[src/rtl/core/vca_pkg.sv]
// vca_pkg: shared types, codes and constants of the valve command arbiter
// no dependencies
package vca_pkg;

  localparam int unsigned ScaleShift = 17;
  localparam int unsigned ScaleMul   = 131;
  localparam int unsigned QDepth     = 2;

  // register indexes of the configuration port
  localparam logic [3:0] REG_CONTROL_MODE  = 4'd0;
  localparam logic [3:0] REG_REMOTE_SOURCE = 4'd1;
  localparam logic [3:0] REG_BREAK_MODE    = 4'd2;
  localparam logic [3:0] REG_FULL_TRAVEL   = 4'd3;
  localparam logic [3:0] REG_DEAD_BAND     = 4'd4;
  localparam logic [3:0] REG_BREAK_EXTRA   = 4'd5;
  localparam logic [3:0] REG_SEAL_UNLOCKED = 4'd6;
  localparam logic [3:0] REG_LOCAL_DIGITAL = 4'd7;

  localparam logic [1:0] MODE_ANALOG = 2'd0;
  localparam logic [1:0] MODE_SWITCH = 2'd1;
  localparam logic [1:0] MODE_LOCAL  = 2'd2;

  localparam logic [1:0] RSRC_BOTH    = 2'd0;
  localparam logic [1:0] RSRC_DIGITAL = 2'd1;
  localparam logic [1:0] RSRC_SERIAL  = 2'd2;

  localparam logic [1:0] KEY_NONE = 2'd0;
  localparam logic [1:0] KEY_HALT = 2'd1;

  // control word codes
  localparam logic [2:0] CW_NONE   = 3'd0;
  localparam logic [2:0] CW_STOP   = 3'd1;
  localparam logic [2:0] CW_CLOSE  = 3'd2;
  localparam logic [2:0] CW_OPEN   = 3'd3;
  localparam logic [2:0] CW_TCLOSE = 3'd4;
  localparam logic [2:0] CW_TOPEN  = 3'd5;

  localparam logic [2:0] START_NONE  = 3'd0;
  localparam logic [2:0] START_CLOSE = 3'd1;
  localparam logic [2:0] START_OPEN  = 3'd2;

  localparam logic [2:0] EV_NONE  = 3'd0;
  localparam logic [2:0] EV_STOP  = 3'd1;
  localparam logic [2:0] EV_CLOSE = 3'd2;
  localparam logic [2:0] EV_OPEN  = 3'd3;
  localparam logic [2:0] EV_MOVE  = 3'd4;

  localparam logic [1:0] ORG_NONE    = 2'd0;
  localparam logic [1:0] ORG_PANEL   = 2'd1;
  localparam logic [1:0] ORG_DIGITAL = 2'd2;

  localparam logic [4:0] SRC_SERIAL  = 5'b00001;
  localparam logic [4:0] SRC_DIGITAL = 5'b00010;
  localparam logic [4:0] SRC_RPANEL  = 5'b00100;
  localparam logic [4:0] SRC_LPANEL  = 5'b01000;
  localparam logic [4:0] SRC_ANALOG  = 5'b10000;

  localparam logic [31:0] INT32_MAX = 32'h7fff_ffff;

  typedef enum logic [1:0] {
    ST_IDLE,
    ST_MUL1,
    ST_MUL2,
    ST_EXEC
  } back_state_e;

  typedef struct packed {
    logic [1:0]  control_mode;
    logic [1:0]  remote_source;
    logic [1:0]  break_mode;
    logic [31:0] full_travel;
    logic [15:0] dead_band;
    logic [15:0] break_extra;
    logic        seal_unlocked;
    logic        local_digital;
  } cfg_t;

  // classified tick as it travels from front to back
  typedef struct packed {
    logic        local_mode;
    logic [4:0]  active_sources;
    logic [1:0]  panel_key;
    logic [3:0]  remote_bits;
    logic [2:0]  serial_cmd;
    logic [5:0]  drive_status;
    logic        calibrated;
    logic [9:0]  setpoint;
    logic [31:0] measured_pos;
  } item_t;

  typedef struct packed {
    logic [2:0]  start_cmd;
    logic        stop_pulse;
    logic [31:0] target_pos;
    logic        target_known;
    logic        break_active;
    logic [2:0]  event_code;
    logic [1:0]  event_origin;
    logic        local_mode;
    logic [4:0]  active_sources;
    logic        panel_refused;
    logic        end_ignored;
    logic        remote_armed;
  } res_t;

endpackage

[src/rtl/core/vca_front.sv]
// vca_front: accepts ticks, works out local/remote mode and active sources
// depends on vca_pkg
module vca_front (
  input  vca_pkg::cfg_t  cfg_i,
  input  logic           push_i,
  input  logic           q_full_i,
  input  logic           local_select_i,
  input  logic [1:0]     panel_key_i,
  input  logic [3:0]     remote_bits_i,
  input  logic [2:0]     serial_cmd_i,
  input  logic [5:0]     drive_status_i,
  input  logic           calibrated_i,
  input  logic [9:0]     setpoint_i,
  input  logic [31:0]    measured_pos_i,
  output logic           q_push_o,
  output vca_pkg::item_t q_item_o
);
  import vca_pkg::*;

  logic       local_m;
  logic [4:0] act;
  logic [4:0] dig;

  always_comb begin
    local_m = 1'b0;
    case (cfg_i.control_mode)
      MODE_SWITCH: local_m = local_select_i;
      MODE_LOCAL:  local_m = 1'b1;
      default:     local_m = 1'b0;
    endcase
    dig = cfg_i.local_digital ? 5'b0 : SRC_DIGITAL;
    act = 5'b0;
    if (cfg_i.control_mode == MODE_ANALOG) begin
      act = SRC_ANALOG;
    end else if (local_m) begin
      act = SRC_RPANEL | SRC_LPANEL | (cfg_i.local_digital ? SRC_DIGITAL : 5'b0);
    end else begin
      case (cfg_i.remote_source)
        RSRC_BOTH:    act = dig | SRC_SERIAL;
        RSRC_DIGITAL: act = dig;
        RSRC_SERIAL:  act = SRC_SERIAL;
        default:      act = 5'b0;
      endcase
    end
  end

  assign q_push_o = push_i && !q_full_i;

  always_comb begin
    q_item_o.local_mode     = local_m;
    q_item_o.active_sources = act;
    q_item_o.panel_key      = panel_key_i;
    q_item_o.remote_bits    = remote_bits_i;
    q_item_o.serial_cmd     = serial_cmd_i;
    q_item_o.drive_status   = drive_status_i;
    q_item_o.calibrated     = calibrated_i;
    q_item_o.setpoint       = setpoint_i;
    q_item_o.measured_pos   = measured_pos_i;
  end

endmodule

[src/rtl/core/vca_queue.sv]
// vca_queue: two-entry register queue between front and back
// depends on vca_pkg
module vca_queue (
  input  logic           clk_i,
  input  logic           rst_ni,
  input  logic           push_i,
  input  vca_pkg::item_t item_i,
  output logic           full_o,
  output logic           empty_o,
  input  logic           pop_i,
  output vca_pkg::item_t item_o
);
  import vca_pkg::*;

  item_t      mem_q [QDepth];
  logic       wr_ptr_q, wr_ptr_d;
  logic       rd_ptr_q, rd_ptr_d;
  logic [1:0] count_q, count_d;
  logic       do_push, do_pop;

  assign full_o  = (count_q == 2'(QDepth));
  assign empty_o = (count_q == 2'd0);
  assign do_push = push_i && !full_o;
  assign do_pop  = pop_i && !empty_o;
  assign item_o  = mem_q[rd_ptr_q];

  always_comb begin
    wr_ptr_d = do_push ? ~wr_ptr_q : wr_ptr_q;
    rd_ptr_d = do_pop ? ~rd_ptr_q : rd_ptr_q;
    count_d  = count_q + 2'(do_push) - 2'(do_pop);
  end

  always_ff @(posedge clk_i or negedge rst_ni) begin
    if (!rst_ni) begin
      wr_ptr_q <= 1'b0;
      rd_ptr_q <= 1'b0;
      count_q  <= 2'd0;
    end else begin
      wr_ptr_q <= wr_ptr_d;
      rd_ptr_q <= rd_ptr_d;
      count_q  <= count_d;
    end
  end

  always_ff @(posedge clk_i) begin
    if (do_push) begin
      mem_q[wr_ptr_q] <= item_i;
    end
  end

  a_count_range: assert property (@(posedge clk_i) disable iff (!rst_ni)
    count_q <= 2'(QDepth)) else $error("queue count out of range");

endmodule

[src/rtl/core/vca_back.sv]
// vca_back: scales the analog setpoint, arbitrates and executes the control word
// depends on vca_pkg
module vca_back (
  input  logic           clk_i,
  input  logic           rst_ni,
  input  vca_pkg::cfg_t  cfg_i,
  input  logic           q_empty_i,
  output logic           q_pop_o,
  input  vca_pkg::item_t q_item_i,
  output logic           res_valid_o,
  input  logic           res_pop_i,
  output vca_pkg::res_t  res_o
);
  import vca_pkg::*;

  back_state_e state_q, state_d;
  item_t       item_q;
  logic [41:0] prod_q;
  logic [32:0] pos_q;
  res_t        res_q;
  logic        res_valid_q, res_valid_d;

  logic [31:0] target_q, target_d;
  logic        known_q, known_d;
  logic        brk_q, brk_d;
  logic [2:0]  ev_q, ev_d;
  logic [1:0]  org_q, org_d;
  logic        refused_q, refused_d;
  logic        ignored_q, ignored_d;
  logic        armed_q, armed_d;

  logic        latch, commit, res_free;
  logic [2:0]  start;
  logic        stop;

  assign res_free = !res_valid_q || res_pop_i;

  // next state
  always_comb begin
    state_d = state_q;
    case (state_q)
      ST_IDLE: if (!q_empty_i) state_d = ST_MUL1;
      ST_MUL1: state_d = ST_MUL2;
      ST_MUL2: state_d = ST_EXEC;
      ST_EXEC: if (res_free) state_d = ST_IDLE;
      default: state_d = ST_IDLE;
    endcase
  end

  // outputs of the sequencer
  always_comb begin
    latch  = 1'b0;
    commit = 1'b0;
    case (state_q)
      ST_IDLE: latch = !q_empty_i;
      ST_EXEC: commit = res_free;
      default: ;
    endcase
  end

  assign q_pop_o = latch;

  // arbitration and execution
  always_comb begin
    logic [2:0]  cw;
    logic [2:0]  tu;
    logic        rdy;
    logic [5:0]  st;
    logic signed [34:0] pos_s, mpos_s, db_s;
    logic [1:0]  mv;
    logic        closing, test, at_end, brk_en;
    logic [32:0] sum;
    st        = item_q.drive_status;
    cw        = item_q.serial_cmd;
    tu        = CW_NONE;
    rdy       = 1'b0;
    target_d  = target_q;
    known_d   = known_q;
    brk_d     = brk_q;
    ev_d      = ev_q;
    org_d     = org_q;
    refused_d = refused_q;
    ignored_d = ignored_q;
    armed_d   = armed_q;
    start     = START_NONE;
    stop      = 1'b0;

    // remote digital inputs
    if ((item_q.active_sources & SRC_DIGITAL) == 5'b0) begin
      armed_d = 1'b1;
    end else begin
      rdy = st[0] && armed_q;
      case (item_q.remote_bits[1:0])
        2'd1:    if (rdy) tu = CW_CLOSE;
        2'd2:    if (rdy) tu = CW_OPEN;
        2'd3:    tu = CW_STOP;
        default: armed_d = 1'b1;
      endcase
      if (item_q.remote_bits[3:2] != 2'b0) tu = CW_STOP;
      if (tu != CW_NONE) begin
        cw    = tu;
        org_d = ORG_DIGITAL;
      end
    end

    // panel key
    if (item_q.local_mode && item_q.panel_key != KEY_NONE) begin
      org_d = ORG_PANEL;
      if (item_q.panel_key == KEY_HALT) cw = CW_STOP;
      else if ((item_q.active_sources & SRC_LPANEL) != 5'b0) cw = {1'b0, item_q.panel_key};
      else refused_d = 1'b1;
    end

    // analog positioning against the dead band
    pos_s  = $signed({2'b00, pos_q});
    mpos_s = $signed({{3{item_q.measured_pos[31]}}, item_q.measured_pos});
    db_s   = $signed({19'b0, cfg_i.dead_band});
    mv     = 2'd0;
    if (pos_s < mpos_s - db_s) mv = START_CLOSE[1:0];
    if (pos_s > mpos_s + db_s) mv = START_OPEN[1:0];
    if (cfg_i.control_mode == MODE_ANALOG && item_q.calibrated && st[0] && !st[1]
        && mv != 2'd0) begin
      brk_d    = 1'b0;
      target_d = (pos_q[32:31] != 2'b0) ? INT32_MAX : pos_q[31:0];
      known_d  = 1'b1;
      ev_d     = EV_MOVE;
      start    = {1'b0, mv};
    end

    closing = (cw == CW_CLOSE) || (cw == CW_TCLOSE);
    test    = (cw == CW_TCLOSE) || (cw == CW_TOPEN);
    at_end  = closing ? st[2] : st[3];
    brk_en  = closing ? cfg_i.break_mode[0] : cfg_i.break_mode[1];
    sum     = {1'b0, cfg_i.full_travel} + {17'b0, cfg_i.break_extra};
    case (cw)
      CW_STOP: begin
        brk_d = 1'b0;
        if (st[1] || !cfg_i.seal_unlocked) armed_d = 1'b0;
        known_d   = 1'b0;
        target_d  = 32'b0;
        ignored_d = 1'b0;
        ev_d      = EV_STOP;
        stop      = 1'b1;
        start     = START_NONE;
      end
      CW_CLOSE, CW_OPEN, CW_TCLOSE, CW_TOPEN: begin
        if (at_end && !test) begin
          ignored_d = 1'b1;
        end else if (!(st[4] || st[5])) begin
          brk_d = 1'b0;
          if (test || !item_q.calibrated) begin
            known_d  = 1'b0;
            target_d = 32'b0;
          end else if (!brk_en) begin
            known_d  = 1'b1;
            target_d = closing ? 32'b0
                     : (cfg_i.full_travel[31] ? INT32_MAX : cfg_i.full_travel);
          end else begin
            brk_d    = 1'b1;
            known_d  = 1'b1;
            target_d = closing ? (32'b0 - {16'b0, cfg_i.break_extra})
                     : ((sum[32:31] != 2'b0) ? INT32_MAX : sum[31:0]);
          end
          ev_d  = closing ? EV_CLOSE : EV_OPEN;
          start = cw - 3'd1;
        end
      end
      default: ;
    endcase
  end

  assign res_valid_d = commit ? 1'b1 : (res_pop_i ? 1'b0 : res_valid_q);

  always_ff @(posedge clk_i or negedge rst_ni) begin
    if (!rst_ni) begin
      state_q     <= ST_IDLE;
      res_valid_q <= 1'b0;
      target_q    <= 32'b0;
      known_q     <= 1'b0;
      brk_q       <= 1'b0;
      ev_q        <= EV_NONE;
      org_q       <= ORG_NONE;
      refused_q   <= 1'b0;
      ignored_q   <= 1'b0;
      armed_q     <= 1'b1;
    end else begin
      state_q     <= state_d;
      res_valid_q <= res_valid_d;
      if (commit) begin
        target_q  <= target_d;
        known_q   <= known_d;
        brk_q     <= brk_d;
        ev_q      <= ev_d;
        org_q     <= org_d;
        refused_q <= refused_d;
        ignored_q <= ignored_d;
        armed_q   <= armed_d;
      end
    end
  end

  always_ff @(posedge clk_i) begin
    if (latch) item_q <= q_item_i;
    prod_q <= cfg_i.full_travel * {22'b0, item_q.setpoint};
    pos_q  <= 33'(prod_q[41:ScaleShift] * 8'(ScaleMul));
    if (commit) begin
      res_q.start_cmd      <= start;
      res_q.stop_pulse     <= stop;
      res_q.target_pos     <= known_d ? target_d : 32'b0;
      res_q.target_known   <= known_d;
      res_q.break_active   <= brk_d;
      res_q.event_code     <= ev_d;
      res_q.event_origin   <= org_d;
      res_q.local_mode     <= item_q.local_mode;
      res_q.active_sources <= item_q.active_sources;
      res_q.panel_refused  <= refused_d;
      res_q.end_ignored    <= ignored_d;
      res_q.remote_armed   <= armed_d;
    end
  end

  assign res_valid_o = res_valid_q;
  assign res_o       = res_q;

  a_mul_seq: assert property (@(posedge clk_i) disable iff (!rst_ni)
    state_q == ST_MUL1 |=> state_q == ST_MUL2) else $error("multiply sequence broken");

  a_res_hold: assert property (@(posedge clk_i) disable iff (!rst_ni)
    res_valid_q && !res_pop_i |=> res_valid_q && $stable(res_q))
    else $error("waiting result changed");

  a_unknown_zero: assert property (@(posedge clk_i) disable iff (!rst_ni)
    res_valid_q && !res_q.target_known |-> res_q.target_pos == 32'b0)
    else $error("unknown target not zero");

  a_stop_no_start: assert property (@(posedge clk_i) disable iff (!rst_ni)
    res_valid_q && res_q.stop_pulse |-> res_q.start_cmd == START_NONE)
    else $error("stop with start");

endmodule

[src/rtl/core/valve_command_arbiter_top.sv]
// valve_command_arbiter_top: configuration registers, front, queue and back
// depends on vca_pkg, vca_front, vca_queue, vca_back
//
// usage: one control tick goes in per push; an item is taken at a clock edge
// with push_i high and full_o low. each tick yields exactly one result, shown
// on the result ports while empty_o is low and taken with pop_i high.
// the front classifies the tick (local/remote mode, active sources) in the
// cycle of the push and writes it into a two-entry queue. the back takes one
// entry at a time and fetches the next only after the result is registered:
// its sequencer fetches the entry (ST_IDLE), scales the setpoint with its two
// multipliers (ST_MUL1, ST_MUL2), then arbitrates and executes (ST_EXEC).
// a waiting result holds while pop_i is low; the back then stalls in its
// execute step, the queue fills and full_o rises after two more ticks.
// configuration writes (cfg_valid_i, cfg_ready_o always high) are taken at any
// time and must only be made while the block is idle.
// reset clears the queue and the result valid flag and loads the register defaults.
module valve_command_arbiter_top (
  input  logic        clk_i,
  input  logic        rst_ni,
  input  logic        cfg_valid_i,
  output logic        cfg_ready_o,
  input  logic [3:0]  cfg_index_i,
  input  logic [31:0] cfg_data_i,
  input  logic        push_i,
  output logic        full_o,
  input  logic        local_select_i,
  input  logic [1:0]  panel_key_i,
  input  logic [3:0]  remote_bits_i,
  input  logic [2:0]  serial_cmd_i,
  input  logic [5:0]  drive_status_i,
  input  logic        calibrated_i,
  input  logic [9:0]  setpoint_i,
  input  logic [31:0] measured_pos_i,
  output logic        empty_o,
  input  logic        pop_i,
  output logic [2:0]  start_cmd_o,
  output logic        stop_pulse_o,
  output logic [31:0] target_pos_o,
  output logic        target_known_o,
  output logic        break_active_o,
  output logic [2:0]  event_code_o,
  output logic [1:0]  event_origin_o,
  output logic        local_mode_o,
  output logic [4:0]  active_sources_o,
  output logic        panel_refused_o,
  output logic        end_ignored_o,
  output logic        remote_armed_o
);
  import vca_pkg::*;

  cfg_t  cfg_q;
  item_t f_item, b_item;
  logic  f_push, q_full, q_empty, q_pop;
  logic  res_valid;
  res_t  res;

  assign cfg_ready_o = 1'b1;

  always_ff @(posedge clk_i or negedge rst_ni) begin
    if (!rst_ni) begin
      cfg_q.control_mode  <= MODE_SWITCH;
      cfg_q.remote_source <= RSRC_BOTH;
      cfg_q.break_mode    <= 2'd0;
      cfg_q.full_travel   <= 32'd0;
      cfg_q.dead_band     <= 16'd0;
      cfg_q.break_extra   <= 16'd0;
      cfg_q.seal_unlocked <= 1'b1;
      cfg_q.local_digital <= 1'b0;
    end else if (cfg_valid_i) begin
      case (cfg_index_i)
        REG_CONTROL_MODE:  cfg_q.control_mode  <= cfg_data_i[1:0];
        REG_REMOTE_SOURCE: cfg_q.remote_source <= cfg_data_i[1:0];
        REG_BREAK_MODE:    cfg_q.break_mode    <= cfg_data_i[1:0];
        REG_FULL_TRAVEL:   cfg_q.full_travel   <= cfg_data_i;
        REG_DEAD_BAND:     cfg_q.dead_band     <= cfg_data_i[15:0];
        REG_BREAK_EXTRA:   cfg_q.break_extra   <= cfg_data_i[15:0];
        REG_SEAL_UNLOCKED: cfg_q.seal_unlocked <= cfg_data_i[0];
        REG_LOCAL_DIGITAL: cfg_q.local_digital <= cfg_data_i[0];
        default: ;
      endcase
    end
  end

  vca_front u_front (
    .cfg_i          (cfg_q),
    .push_i         (push_i),
    .q_full_i       (q_full),
    .local_select_i (local_select_i),
    .panel_key_i    (panel_key_i),
    .remote_bits_i  (remote_bits_i),
    .serial_cmd_i   (serial_cmd_i),
    .drive_status_i (drive_status_i),
    .calibrated_i   (calibrated_i),
    .setpoint_i     (setpoint_i),
    .measured_pos_i (measured_pos_i),
    .q_push_o       (f_push),
    .q_item_o       (f_item)
  );

  vca_queue u_queue (
    .clk_i   (clk_i),
    .rst_ni  (rst_ni),
    .push_i  (f_push),
    .item_i  (f_item),
    .full_o  (q_full),
    .empty_o (q_empty),
    .pop_i   (q_pop),
    .item_o  (b_item)
  );

  vca_back u_back (
    .clk_i       (clk_i),
    .rst_ni      (rst_ni),
    .cfg_i       (cfg_q),
    .q_empty_i   (q_empty),
    .q_pop_o     (q_pop),
    .q_item_i    (b_item),
    .res_valid_o (res_valid),
    .res_pop_i   (pop_i),
    .res_o       (res)
  );

  assign full_o           = q_full;
  assign empty_o          = !res_valid;
  assign start_cmd_o      = res.start_cmd;
  assign stop_pulse_o     = res.stop_pulse;
  assign target_pos_o     = res.target_pos;
  assign target_known_o   = res.target_known;
  assign break_active_o   = res.break_active;
  assign event_code_o     = res.event_code;
  assign event_origin_o   = res.event_origin;
  assign local_mode_o     = res.local_mode;
  assign active_sources_o = res.active_sources;
  assign panel_refused_o  = res.panel_refused;
  assign end_ignored_o    = res.end_ignored;
  assign remote_armed_o   = res.remote_armed;

endmodule

[config.mk]
export PLATFORM = sky130hd
export DESIGN_NAME = valve_command_arbiter_top
export DESIGN_NICKNAME = d
export VERILOG_FILES = /design/src/rtl/core/vca_pkg.sv /design/src/rtl/core/vca_front.sv /design/src/rtl/core/vca_queue.sv /design/src/rtl/core/vca_back.sv /design/src/rtl/core/valve_command_arbiter_top.sv
export SDC_FILE = /design/constraint.sdc
export NUM_CORES = 1
export LEC_CHECK = 0
export BUFFER_PORTS_ARGS = -buffer_cell sky130_fd_sc_hd__buf_2
export CAP_MARGIN = 15
export CORE_AREA = 5 5 232 234
export DETAILED_ROUTE_END_ITERATION = 7
export DIE_AREA = 0 0 237 239
export PLACE_DENSITY_LB_ADDON = 0.3
export SLEW_MARGIN = 20
export SYNTH_ARGS = -nofsm -noshare
export SYNTH_HDL_FRONTEND = slang
export SYNTH_HIERARCHICAL = 1
export SYNTH_SLANG_ARGS = --single-unit
[constraint.sdc]
create_clock -name clk_i -period 15.6 [get_ports clk_i]
set_input_delay 1.56 -clock clk_i [delete_from_list [all_inputs] [get_ports clk_i]]
set_output_delay 1.56 -clock clk_i [all_outputs]
set_load 0.01 [all_outputs]
==> impl_metrics.csv, run 1 <==
group,metric,value,unit
global_routing,pin_count_of_the_biggest_net_entering_global_routing,65,
timing,worst_pin_slew,1.14,ns
synthesis,synth-async-reset-ratio,0.286,
routing,wire_per_inst,21.3,um
timing,worst_slew_slack_as_a_fraction_of_its_limit,0.239,
layout,antenna_cells,0,
timing,max_freq,144,MHz
synthesis,sequential_share_of_the_synthesized_area,0.349,
synthesis,syn-instance-count,3111,
timing,clock_skew,0.0296,ns
layout,final_net_count,3783,
global_routing,globalRouteTotalUtil,0.290,
timing,final_min_period,6.96,ns
critical_path,critical_path.max_fanout,32,
synthesis,yosys.area.top_type_share,0.222,
synthesis,synthDistinctLibCells,97,
floorplan,io-pin-count,155,
synthesis,synth-main-ff-cell,"sky130_fd_sc_hd__edfxtp_1",
timing,period_share,0.446,
synthesis,yosysWarnings,6,
floorplan,fp.coreArea,51800,sq um
synthesis,ys_ff_latch,423,
layout,area_delta_synth_final,7.51,%
synthesis,synth_top_area_cell,"sky130_fd_sc_hd__edfxtp_1",
cts,number_of_hold_repair_buffers_added_at_the_cts_stage,0,
outcome,run_status,"finished clean",
global_routing,via_count_of_the_first_global_routing_pass,24373,
cts,cts_root_buffer,"sky130_fd_sc_hd__clkbuf_16",
critical_path,timing.critical_path.cells,"buf_4 > nand2_1 > fa_1 > inv_1 > fa_1 > fa_1 > fa_1 > fa_1 > ha_1 > a21oi_1 > o21ai_0 > a2111oi_1 > a211oi_1 > o2111ai_1 > a211oi_1 > o41ai_1 > nand2b_1 > a21oi_1 > xnor2_1",
synthesis,synth_fp_nets,3746,
timing,report.final.hold_viol_count,0,
routing,drtPass1Iterations,6,
cts,clock_path_buffers,3,
place,finalWeightedCongestion,0.958,
hold_path,hp-start,"u_back/item_q[62]$_DFFE_PP_",
layout,multi_input_area,19300,sq um
job,drv.max_cap_violation_count,0,
critical_path,timing.critical_path.slowest_stage_cell,"sky130_fd_sc_hd__a2111oi_1",
layout,final.fill_count,3762,
cts,tritoncts,"done",
critical_path,reg2reg_slack,8.64,ns
critical_path,worstPathRequired,16.06,ns
layout,layout.area.seq,11500,sq um
critical_path,critPathArrivalTime,7.42,ns
cts,post_cts_buffers,0,
cts,cts_max_level,2,
cts,clock_latency_at_the_later_pin_of_the_worst_skew_pair,0.60,ns
cts,cts_inserted_buffers,47,
critical_path,r2r_cells,19,
routing,detail_route.wirelength,82400,um
place,dp.final_hpwl,61800,um
global_routing,grt_pass1_wl,131000,um
cts,post_cts_resize_count,0,
critical_path,crit_top_cell,"sky130_fd_sc_hd__fa_1",
floorplan,site_rows,84,
hold_path,timing.hold.worst.class,"flop to flop",
routing,post-route-drc-count,0,
routing,dr.first_iter.drc_count,2064,
floorplan,starting_density_of_the_core,0.637,
routing,route.antenna.remaining_nets,0,
timing,tns,0,ns
cts,clkTransAtPathRegs,0.06,ns
floorplan,fp.dieArea,56600,sq um
timing,unrepaired_setup_endpoints_after_global_routing,"no",
hold_path,hold-path-cell-count,0,
routing,routed_via_count_divided_by_cell_count,6.07,
synthesis,post_synth.cell_area_avg,10.6,sq um
hold_path,min_to,"u_back/res_o[7]$_DFFE_PP_",
synthesis,mappedNetlistArea,33000,sq um
critical_path,regToRegEndpoint,"u_back/prod_q[41]$_DFF_P_",
synthesis,post_synth_main_area_contributors,"sky130_fd_sc_hd__edfxtp_1 22%, sky130_fd_sc_hd__fa_1 16%, sky130_fd_sc_hd__ha_1 10%",
floorplan,fp.dieW,237,um
cts,tritoncts_num_sinks,423,
critical_path,worstReg2RegStart,"u_back/item_q[41]$_DFFE_PP_",
global_routing,antenna_found_initial,5,
place,port_buffers,153,
layout,post_route_cells_drive_above_1_share,0.136,
critical_path,timing.critical_path.to_type,"flop",
routing,detailroute.via_count,23505,
critical_path,max_stage_delay_on_crit_path,0.84,ns
global_routing,grt.overflow.total,0,
synthesis,synth_edf_count,244,
critical_path,critical_path.startpoint_type,"flop",
timing,final-max-slew-violation-count,0,
critical_path,setup_cp_type,"flop to flop",
floorplan,chipHeight,239,um
timing,finalSetupViolations,0,
-- placed cells by master, fill, tap and decap left out, types with 52 or more instances in the layout --
| master | Yosys | layout |
|---|---|---|
| sky130_fd_sc_hd__nand2_1 | 317 | 317 |
| sky130_fd_sc_hd__inv_1 | 315 | 315 |
| sky130_fd_sc_hd__ha_1 | 276 | 276 |
| sky130_fd_sc_hd__fa_1 | 259 | 259 |
| sky130_fd_sc_hd__edfxtp_1 | 244 | 244 |
| sky130_fd_sc_hd__and2_1 | 159 | 159 |
| sky130_fd_sc_hd__buf_2 | 11 | 152 |
| sky130_fd_sc_hd__nor2_1 | 144 | 143 |
| sky130_fd_sc_hd__a21oi_1 | 137 | 137 |
| sky130_fd_sc_hd__dfrtp_1 | 118 | 117 |
| sky130_fd_sc_hd__xnor2_1 | 101 | 101 |
| sky130_fd_sc_hd__o21ai_0 | 99 | 99 |
| sky130_fd_sc_hd__mux2_2 | 89 | 89 |
| sky130_fd_sc_hd__dfxtp_1 | 58 | 58 |
| sky130_fd_sc_hd__mux2_4 | 52 | 52 |
-- through the flow --
| stage | cell area [sq um] | cells | hold WS (ns) | setup WS (ns) | util |
|---|---|---|---|---|---|
| after floorplan | 33000 | 3111 | 0.359 | 9.68 | - |
| after CTS | 35500 | 3874 | 0.426 | 8.40 | 0.685 |
| after global routing | 35500 | 3874 | 0.434 | 8.21 | 0.685 |
| after global placement | 33800 | 3787 | 0.408 | 8.76 | 0.652 |
| final | 35500 | 3874 | 0.423 | 8.64 | 0.685 |
| after detailed placement | 33800 | 3787 | 0.411 | 8.51 | 0.652 |
-- synthesized netlist by cell type (10+ instances only) --
cell type                  instances
sky130_fd_sc_hd__xnor2_1         101
sky130_fd_sc_hd__nor2b_1          21
sky130_fd_sc_hd__or3_1            18
sky130_fd_sc_hd__a21o_1           23
sky130_fd_sc_hd__o21ai_0          99
sky130_fd_sc_hd__and2_1          159
sky130_fd_sc_hd__buf_2            11
sky130_fd_sc_hd__fa_1            259
sky130_fd_sc_hd__a22o_1           23
sky130_fd_sc_hd__o21a_1           38
sky130_fd_sc_hd__clkbuf_1         97
sky130_fd_sc_hd__nor4_1           15
sky130_fd_sc_hd__o22ai_1          10
sky130_fd_sc_hd__o21bai_1         21
sky130_fd_sc_hd__buf_4            62
sky130_fd_sc_hd__mux2_2           89
sky130_fd_sc_hd__and3_1           16
sky130_fd_sc_hd__dfrtp_1         118
sky130_fd_sc_hd__ha_1            276
sky130_fd_sc_hd__edfxtp_1        244
sky130_fd_sc_hd__inv_1           315
sky130_fd_sc_hd__a21oi_1         137
sky130_fd_sc_hd__nor2_1          144
sky130_fd_sc_hd__dfxtp_1          58
sky130_fd_sc_hd__buf_6            14
sky130_fd_sc_hd__nand2_1         317
sky130_fd_sc_hd__nor3_1           43
sky130_fd_sc_hd__a211oi_1         24
sky130_fd_sc_hd__nand4_1          24
sky130_fd_sc_hd__xor2_1           43
sky130_fd_sc_hd__a31oi_1          12
sky130_fd_sc_hd__nand3_1          44
sky130_fd_sc_hd__mux2_4           52
sky130_fd_sc_hd__nand2b_1         27
sky130_fd_sc_hd__o21ai_1          12
-- worst max path at each step --
| stage | from | endpoint | slack (ns) | depth (start not counted) |
|---|---|---|---|---|
| 2_1_floorplan | u_back/item_q[41]$_DFFE_PP_ | u_back/prod_q[41]$_DFF_P_ | 9.68 | 19 |
| 3_3_place_gp | u_back/item_q[41]$_DFFE_PP_ | u_back/prod_q[41]$_DFF_P_ | 8.76 | 19 |
| 3_5_place_dp | u_back/item_q[41]$_DFFE_PP_ | u_back/prod_q[41]$_DFF_P_ | 8.51 | 19 |
| 4_1_cts | u_back/item_q[41]$_DFFE_PP_ | u_back/prod_q[41]$_DFF_P_ | 8.40 | 19 |
| 5_1_grt | u_back/item_q[41]$_DFFE_PP_ | u_back/prod_q[36]$_DFF_P_ | 8.21 | 19 |
| 6_report | u_back/item_q[41]$_DFFE_PP_ | u_back/prod_q[41]$_DFF_P_ | 8.64 | 19 |
-- layer usage --
metal  up-vias  global-route usage  part of all wire
met3       226              0.0543             0.076
met1     11601               0.385              0.40
li1      10607                   -                 -
met4         2               0.121             0.046
met2      1069               0.475              0.48
met5         -                   0           0.00017
-- registers in the layout, indices dropped and copies added (netlist names), 2 cells and up --
register and cells:
u_back/res_o 52, u_back/prod_q 25, u_queue/mem_q 128, u_back/pos_q 33
u_back/item_q 64, u_back/target_q 32, u_back/ev_q 3, cfg_q 72
u_queue/count_q 2, u_back/state_q 2, u_back/org_q 2
-- critical path: cells and delay by family (launching register included) --
kind	cells	cell delay [ns]
buf+inv	2	0.41
flops	1	0.33
simple gates	2	0.28
xor+xnor	1	0.10
compound gates	8	2.78
fa+ha+maj	6	2.93
-- area by class of cell --
cell class | count | area share
tap | 688 | 0.0242
inverter | 316 | 0.0334
sequential | 423 | 0.325
multi-input combinational | 2186 | 0.543
clock inverter | 28 | 0.0114
timing repair buffer | 174 | 0.0262
clock buffer | 59 | 0.0370
-- logic make-up (layout without fill, tap and decap cells) --
logic type / after synthesis / count (layout) / share of synthesized area
XOR/XNOR: 144 / 144 / 0.0382
multiplexers: 147 / 147 / 0.0560
AO/OA/AOI/OAI: 494 / 494 / 0.0986
other: 1 / 1 / 0.000114
flip-flops: 423 / 423 / 0.349
AND/OR/NAND/NOR: 865 / 865 / 0.129
adder cells (fa/ha/maj): 535 / 535 / 0.262
buffers and inverters: 502 / 577 / 0.0680
Power of run 1 is not shown: default switching activity piles up to over one toggle a cycle in this logic, so the estimate is an artifact.
==> run 2: changes to the inputs <==
Settings changed: CORE_AREA 5 5 232 234 to 5 5 247 249, DIE_AREA 0 0 237 239 to 0 0 252 254.
Clock period 15.6 ns to 6.17 ns, I/O delays scaled along.
==> run 2 against run 1 <==
  * Core utilization shrank 6.5 points
  * Clock skew is 0.0082 ns higher
  * Cell count grew 4.2%
  * First-iteration DRC count is 5.6% lower
  * Wire length rose by 3.0%
  * Setup slack worse by 8.4 ns
==> impl_metrics.csv, run 2 (synthesis gave the netlist of run 1 again) <==
group,metric,value,unit
cts,cts_root_buffer,"sky130_fd_sc_hd__clkbuf_16",
layout,antenna_cells,0,
floorplan,fp.dieW,252,um
global_routing,via_count_of_the_first_global_routing_pass,24546,
routing,drtPass1Iterations,6,
layout,biggestRegsByFlops,"u_queue/mem_q: 128 flops, cfg_q: 72 flops, u_back/item_q: 64 flops",
critical_path,critPathArrivalTime,6.46,ns
layout,layout.cells.non_filler,4035,
layout,layout_commonest_cell,"sky130_fd_sc_hd__nand2_1",
critical_path,max_stage_delay_on_crit_path,0.63,ns
layout,final_net_count,3863,
timing,report.final.hold_viol_count,0,
critical_path,critical_path.max_fanout,17,
critical_path,critical_path_depth,20,
cts,number_of_hold_repair_buffers_added_at_the_cts_stage,0,
layout,layout_common_cells,"316 x sky130_fd_sc_hd__nand2_1, 315 x sky130_fd_sc_hd__inv_1, 275 x sky130_fd_sc_hd__ha_1",
timing,worst_slew_slack_as_a_fraction_of_its_limit,0.200,
critical_path,timing.critical_path.cells,"buf_4 > buf_4 > and2_1 > fa_1 > fa_1 > fa_1 > fa_1 > fa_1 > ha_4 > o21ai_0 > o21ai_0 > a211oi_2 > o21ai_1 > o2111ai_1 > buf_4 > nand3b_1 > a21oi_2 > o21ai_0 > a21oi_1 > xnor2_1",
floorplan,io-pin-count,155,
global_routing,pin_count_of_the_biggest_net_entering_global_routing,65,
floorplan,fp.coreArea,58500,sq um
critical_path,worstPathRequired,6.68,ns
cts,cts_max_level,2,
routing,detail_route.wirelength,84800,um
place,finalWeightedCongestion,0.961,
critical_path,setup_cp_type,"flop to flop",
global_routing,grt.overflow.total,0,
place,post-place-cells,3943,
layout,largest_register_ffs,128,
routing,routed_via_count_divided_by_cell_count,5.87,
floorplan,chipHeight,254,um
outcome,run_status,"finished clean",
timing,clock_skew,0.0379,ns
floorplan,fp.dieArea,64000,sq um
timing,period_share,0.965,
routing,detailroute.via_count,23669,
cts,cts_inserted_buffers,46,
floorplan,site_rows,89,
critical_path,timing.critical_path.slowest_stage_cell,"sky130_fd_sc_hd__fa_1",
timing,final_min_period,5.95,ns
place,dp.final_hpwl,65300,um
layout,final.fill_count,4658,
hold_path,timing.hold.worst.class,"input pin to async pin",
global_routing,grt_pass1_wl,134000,um
timing,finalSetupViolations,0,
routing,route.antenna.remaining_nets,0,
cts,clkTransAtPathRegs,0.06,ns
timing,final-max-slew-violation-count,0,
critical_path,critical_path.startpoint_type,"flop",
critical_path,worst_path_dominant_cell_family,"adder cells",
critical_path,crit_buf_inv,3,
routing,post-route-drc-count,0,
routing,wire_per_inst,21.0,um
timing,tns,0,ns
layout,area_delta_synth_final,9.78,%
cts,tritoncts,"done",
layout,registers.top_by_ff_count,"u_queue/mem_q",
cts,clock_path_buffers,3,
floorplan,starting_density_of_the_core,0.565,
timing,worst_pin_slew,1.20,ns
routing,dr.first_iter.drc_count,1948,
cts,clock_latency_at_the_later_pin_of_the_worst_skew_pair,0.61,ns
place,port_buffers,153,
global_routing,antenna_found_initial,1,
critical_path,r2r_cells,20,
timing,max_freq,168,MHz
critical_path,timing.critical_path.to_type,"flop",
cts,tritoncts_num_sinks,423,
job,drv.max_cap_violation_count,0,
layout,post_route_cells_drive_above_1_share,0.160,
global_routing,globalRouteTotalUtil,0.264,
critical_path,crit_top_cell,"sky130_fd_sc_hd__fa_1",
-- run 2: final timing paths --
kind	from	endpoint	slack [ns]
setup / recovery	u_back/item_q[38]$_DFFE_PP_	u_back/prod_q[34]$_DFF_P_	0.22
hold / removal	rst_ni	u_back/refused_q$_DFFE_PN0P_	0.006
setup reg to reg	u_back/item_q[38]$_DFFE_PP_	u_back/prod_q[34]$_DFF_P_	0.22
hold reg to reg	u_back/item_q[60]$_DFFE_PP_	u_back/res_o[5]$_DFFE_PP_	0.42
max in group asynchronous	rst_ni	cfg_q[47]$_DFFE_PN0P_	4.72
min in group clk_i	measured_pos_i[7]	u_queue/mem_q[1][7]$_DFFE_PP_	0.20
-- run 2: layer usage --
| layer | vias up | track usage | wire length (um) |
|---|---|---|---|
| met5 | - | 0 | 0 |
| met2 | 902 | 0.450 | 41400 |
| li1 | 10779 | - | - |
| met1 | 11814 | 0.354 | 34900 |
| met4 | 0 | 0.0802 | 2860 |
| met3 | 174 | 0.0363 | 5760 |
-- run 2: stage by stage --
| step | setup slack (ns) | area (sq um) | hold slack (ns) | util |
|---|---|---|---|---|
| floorplan | 0.254 | 33000 | 0.321 | - |
| global placement | 0.0735 | 34500 | 0.406 | 0.590 |
| detailed placement | -0.0351 | 34500 | 0.405 | 0.590 |
| CTS | 0.0402 | 36100 | 0.0424 | 0.617 |
| global route | -0.0455 | 36200 | 0.0387 | 0.620 |
| finish | 0.216 | 36200 | 0.00635 | 0.620 |
-- run 2: layout make-up --
class	count	area, sq um	area share
clock buffer	57	1240	0.0341
clock inverter	25	304	0.00839
inverter	316	1190	0.0328
multi-input combinational	2186	19400	0.534
sequential	423	11500	0.318
tap	773	967	0.0267
timing repair buffer	255	1670	0.0460
-- run 2: repair_timing --
action / 4_1_cts / 5_1_grt
setup endpoints to repair: 5 / 84
setup buffers: 2 / 7
gates cloned: 0 / 1
resized for setup: 2 / 28
pin swaps: 0 / 5
Power of run 2 is left out for the same reason.
==> run 3: changes to the inputs <==
Settings changed: ABC_AREA from default to 1, CORE_AREA 5 5 247 249 to 5 5 254 256, DIE_AREA 0 0 252 254 to 0 0 259 261, RECOVER_POWER from default to 50.
==> run 3 against run 2 <==
  * The run now ends with capacitance limit, slew limit left
  * First-iteration DRC count increased by 9.7%
  * Hold slack better by 0.19 ns
  * Core utilization down 0.86 points
==> impl_metrics.csv, run 3 <==
group,metric,value,unit
outcome,run_status,"finished with violations",
outcome,violations,"capacitance limit, slew limit",
cts,clock_latency_at_the_later_pin_of_the_worst_skew_pair,0.62,ns
synthesis,ys_ff_latch,423,
layout,finished_layout_cell_area,38100,sq um
synthesis,yosys.area.top_type_share,0.207,
synthesis,post_synth_main_area_contributors,"sky130_fd_sc_hd__edfxtp_1 21%, sky130_fd_sc_hd__fa_1 15%, sky130_fd_sc_hd__nand2_1 14%",
cts,tritoncts_num_sinks,423,
timing,report.final.hold_viol_count,0,
critical_path,reg2reg_slack,0.46,ns
global_routing,grt_pass1_wl,149000,um
cts,clkTransAtPathRegs,0.06,ns
synthesis,sequential_share_of_the_synthesized_area,0.325,
cts,number_of_hold_repair_buffers_added_at_the_cts_stage,0,
routing,wire_per_inst,18.1,um
place,dpl-instance-area,36600,sq um
place,port_buffers,153,
critical_path,critical_path.startpoint_type,"flop",
critical_path,timing.critical_path.to_type,"flop",
cts,clock_path_buffers,3,
critical_path,critical_path.max_fanout,13,
synthesis,syn-instance-count,4262,
critical_path,worstPathRequired,6.64,ns
place,dp.final_hpwl,74100,um
layout,post_route_cells_drive_above_1_share,0.0867,
timing,final_min_period,5.71,ns
layout,area_delta_synth_final,7.49,%
routing,dr.first_iter.drc_count,2137,
timing,worst_slew_slack_as_a_fraction_of_its_limit,-2.06,
hold_path,timing.hold.worst.class,"input pin to flop",
synthesis,synth-async-reset-ratio,0.286,
layout,layout_commonest_cell,"sky130_fd_sc_hd__nand2_1",
critical_path,crit_buf_inv,3,
timing,unrepaired_setup_endpoints_after_global_routing,"no",
critical_path,timing.critical_path.slowest_stage_cell,"sky130_fd_sc_hd__edfxtp_1",
critical_path,timing.critical_path.cells,"buf_4 > buf_4 > nand2_1 > inv_1 > fa_1 > fa_1 > fa_1 > fa_1 > fa_1 > ha_1 > a21oi_1 > o21ai_0 > a21oi_1 > o21ai_0 > a21oi_1 > nor2_1 > nor3_1 > nor2_1 > xnor2_1",
job,drv.max_cap_violation_count,2,
cts,post_cts_resize_count,0,
floorplan,io-pin-count,155,
layout,antenna_cells,0,
cts,cts_max_level,2,
timing,period_share,0.926,
routing,routed_via_count_divided_by_cell_count,5.40,
timing,finalSetupViolations,0,
synthesis,synth-main-ff-cell,"sky130_fd_sc_hd__edfxtp_1",
timing,clock_skew,0.0370,ns
floorplan,fp.dieArea,67600,sq um
global_routing,antenna_found_initial,1,
timing,tns,0,ns
cts,tritoncts,"done",
place,finalWeightedCongestion,1.01,
critical_path,critPathArrivalTime,6.18,ns
layout,registers.top_by_ff_count,"u_queue/mem_q",
global_routing,via_count_of_the_first_global_routing_pass,27651,
floorplan,fp.coreArea,62300,sq um
cts,cts_inserted_buffers,47,
cts,cts_root_buffer,"sky130_fd_sc_hd__clkbuf_16",
layout,layout_common_cells,"1328 x sky130_fd_sc_hd__nand2_1, 633 x sky130_fd_sc_hd__inv_1, 276 x sky130_fd_sc_hd__ha_1",
routing,route.antenna.remaining_nets,0,
critical_path,max_stage_delay_on_crit_path,0.74,ns
floorplan,chipHeight,261,um
layout,largest_register_ffs,128,
floorplan,site_rows,92,
routing,detail_route.wirelength,94300,um
routing,post-route-drc-count,0,
timing,final-max-slew-violation-count,147,
routing,detailroute.via_count,28113,
critical_path,crit_top_cell,"sky130_fd_sc_hd__fa_1",
floorplan,fp.dieW,259,um
routing,drtPass1Iterations,6,
global_routing,pin_count_of_the_biggest_net_entering_global_routing,81,
synthesis,synthDistinctLibCells,68,
timing,worst_pin_slew,4.58,ns
synthesis,synth_fp_nets,4897,
synthesis,synth_top_area_cell,"sky130_fd_sc_hd__edfxtp_1",
global_routing,grt.overflow.total,0,
synthesis,synth_edf_count,244,
layout,biggestRegsByFlops,"u_queue/mem_q: 128 flops, cfg_q: 72 flops, u_back/item_q: 64 flops",
synthesis,post_synth.cell_area_avg,8.31,sq um
cts,post_cts_buffers,0,
floorplan,starting_density_of_the_core,0.569,
synthesis,mappedNetlistArea,35400,sq um
timing,max_freq,175,MHz
synthesis,yosysWarnings,6,
synthesis,synth.cells.most_frequent,"1325 x sky130_fd_sc_hd__nand2_1, 633 x sky130_fd_sc_hd__inv_1, 276 x sky130_fd_sc_hd__ha_1",
layout,final_net_count,4957,
critical_path,worst_path_dominant_cell_family,"adder cells",
global_routing,globalRouteTotalUtil,0.278,
synthesis,post-synth-top-count-cell,"sky130_fd_sc_hd__nand2_1",
critical_path,setup_cp_type,"flop to flop",
-- run 3: cell count changes after synthesis, moves of 27 or more --
| cell | previous run | this run |
|---|---|---|
| sky130_fd_sc_hd__inv_1 | 315 | 633 |
| sky130_fd_sc_hd__nand2b_1 | 27 | 0 |
| sky130_fd_sc_hd__and2_1 | 159 | 3 |
| sky130_fd_sc_hd__nand3_1 | 44 | 140 |
| sky130_fd_sc_hd__xor2_1 | 43 | 98 |
| sky130_fd_sc_hd__xnor2_1 | 101 | 40 |
| sky130_fd_sc_hd__nor2_1 | 144 | 220 |
| sky130_fd_sc_hd__mux2_2 | 89 | 0 |
| sky130_fd_sc_hd__mux2_4 | 52 | 0 |
| sky130_fd_sc_hd__nand2_1 | 317 | 1325 |
| sky130_fd_sc_hd__a21oi_1 | 137 | 177 |
-- run 3: logic make-up (layout without fill, tap and decap cells) --
kind of cell,count (synthesis),count (layout),share of synthesized area
buffers and inverters,865,962,0.104
other,1,1,0.000106
AND/OR/NAND/NOR,1867,1867,0.220
AO/OA/AOI/OAI,433,433,0.0729
flip-flops,423,423,0.325
adder cells (fa/ha/maj),535,535,0.244
XOR/XNOR,138,138,0.0341
-- run 3: path summary, 6_finish.rpt --
kind                                                   to                   startpoint  cells after the start
setup / recovery                u_back/prod_q[41]$_DFF_P_  u_back/item_q[37]$_DFFE_PP_                     19
hold / removal             u_queue/mem_q[1][43]$_DFFE_PP_            drive_status_i[0]                      1
setup reg to reg                u_back/prod_q[41]$_DFF_P_  u_back/item_q[37]$_DFFE_PP_                     19
hold reg to reg                 u_back/res_o[5]$_DFFE_PP_  u_back/item_q[60]$_DFFE_PP_                      0
max in group asynchronous    u_queue/rd_ptr_q$_DFFE_PN0P_                       rst_ni                      2
min in group asynchronous     u_back/org_q[1]$_DFFE_PN0P_                       rst_ni                      1
-- run 3: cell type report --
class	instances	area [sq um]
Clock buffer	63	1330
Sequential cell	423	11500
Tap cell	846	1060
Inverter	653	2460
Timing Repair Buffer	223	1260
Fill cell	5455	24200
Multi-Input combinational cell	2974	20200
Clock inverter	23	265
-- run 3: metal layers --
| metal | global-route usage | up-vias | wire length (um) |
|---|---|---|---|
| met5 | 0 | - | 13 |
| met1 | 0.381 | 13411 | 40700 |
| met3 | 0.0469 | 185 | 6610 |
| li1 | - | 13493 | - |
| met4 | 0.0900 | 2 | 3490 |
| met2 | 0.457 | 1022 | 43500 |
-- run 3: through the flow --
| stage | hold slack [ns] | utilization | instances | setup WS [ns] |
|---|---|---|---|---|
| 2_1_floorplan | 0.321 | - | 4262 | 1.05 |
| 3_3_place_gp | 0.401 | 0.587 | 5119 | 0.496 |
| 3_5_place_dp | 0.405 | 0.587 | 5119 | 0.529 |
| 4_1_cts | 0.0704 | 0.613 | 5205 | 0.518 |
| 5_1_grt | 0.177 | 0.611 | 5205 | 0.100 |
| 6_report | 0.197 | 0.611 | 5205 | 0.457 |
Power of run 3 is left out for the same reason.
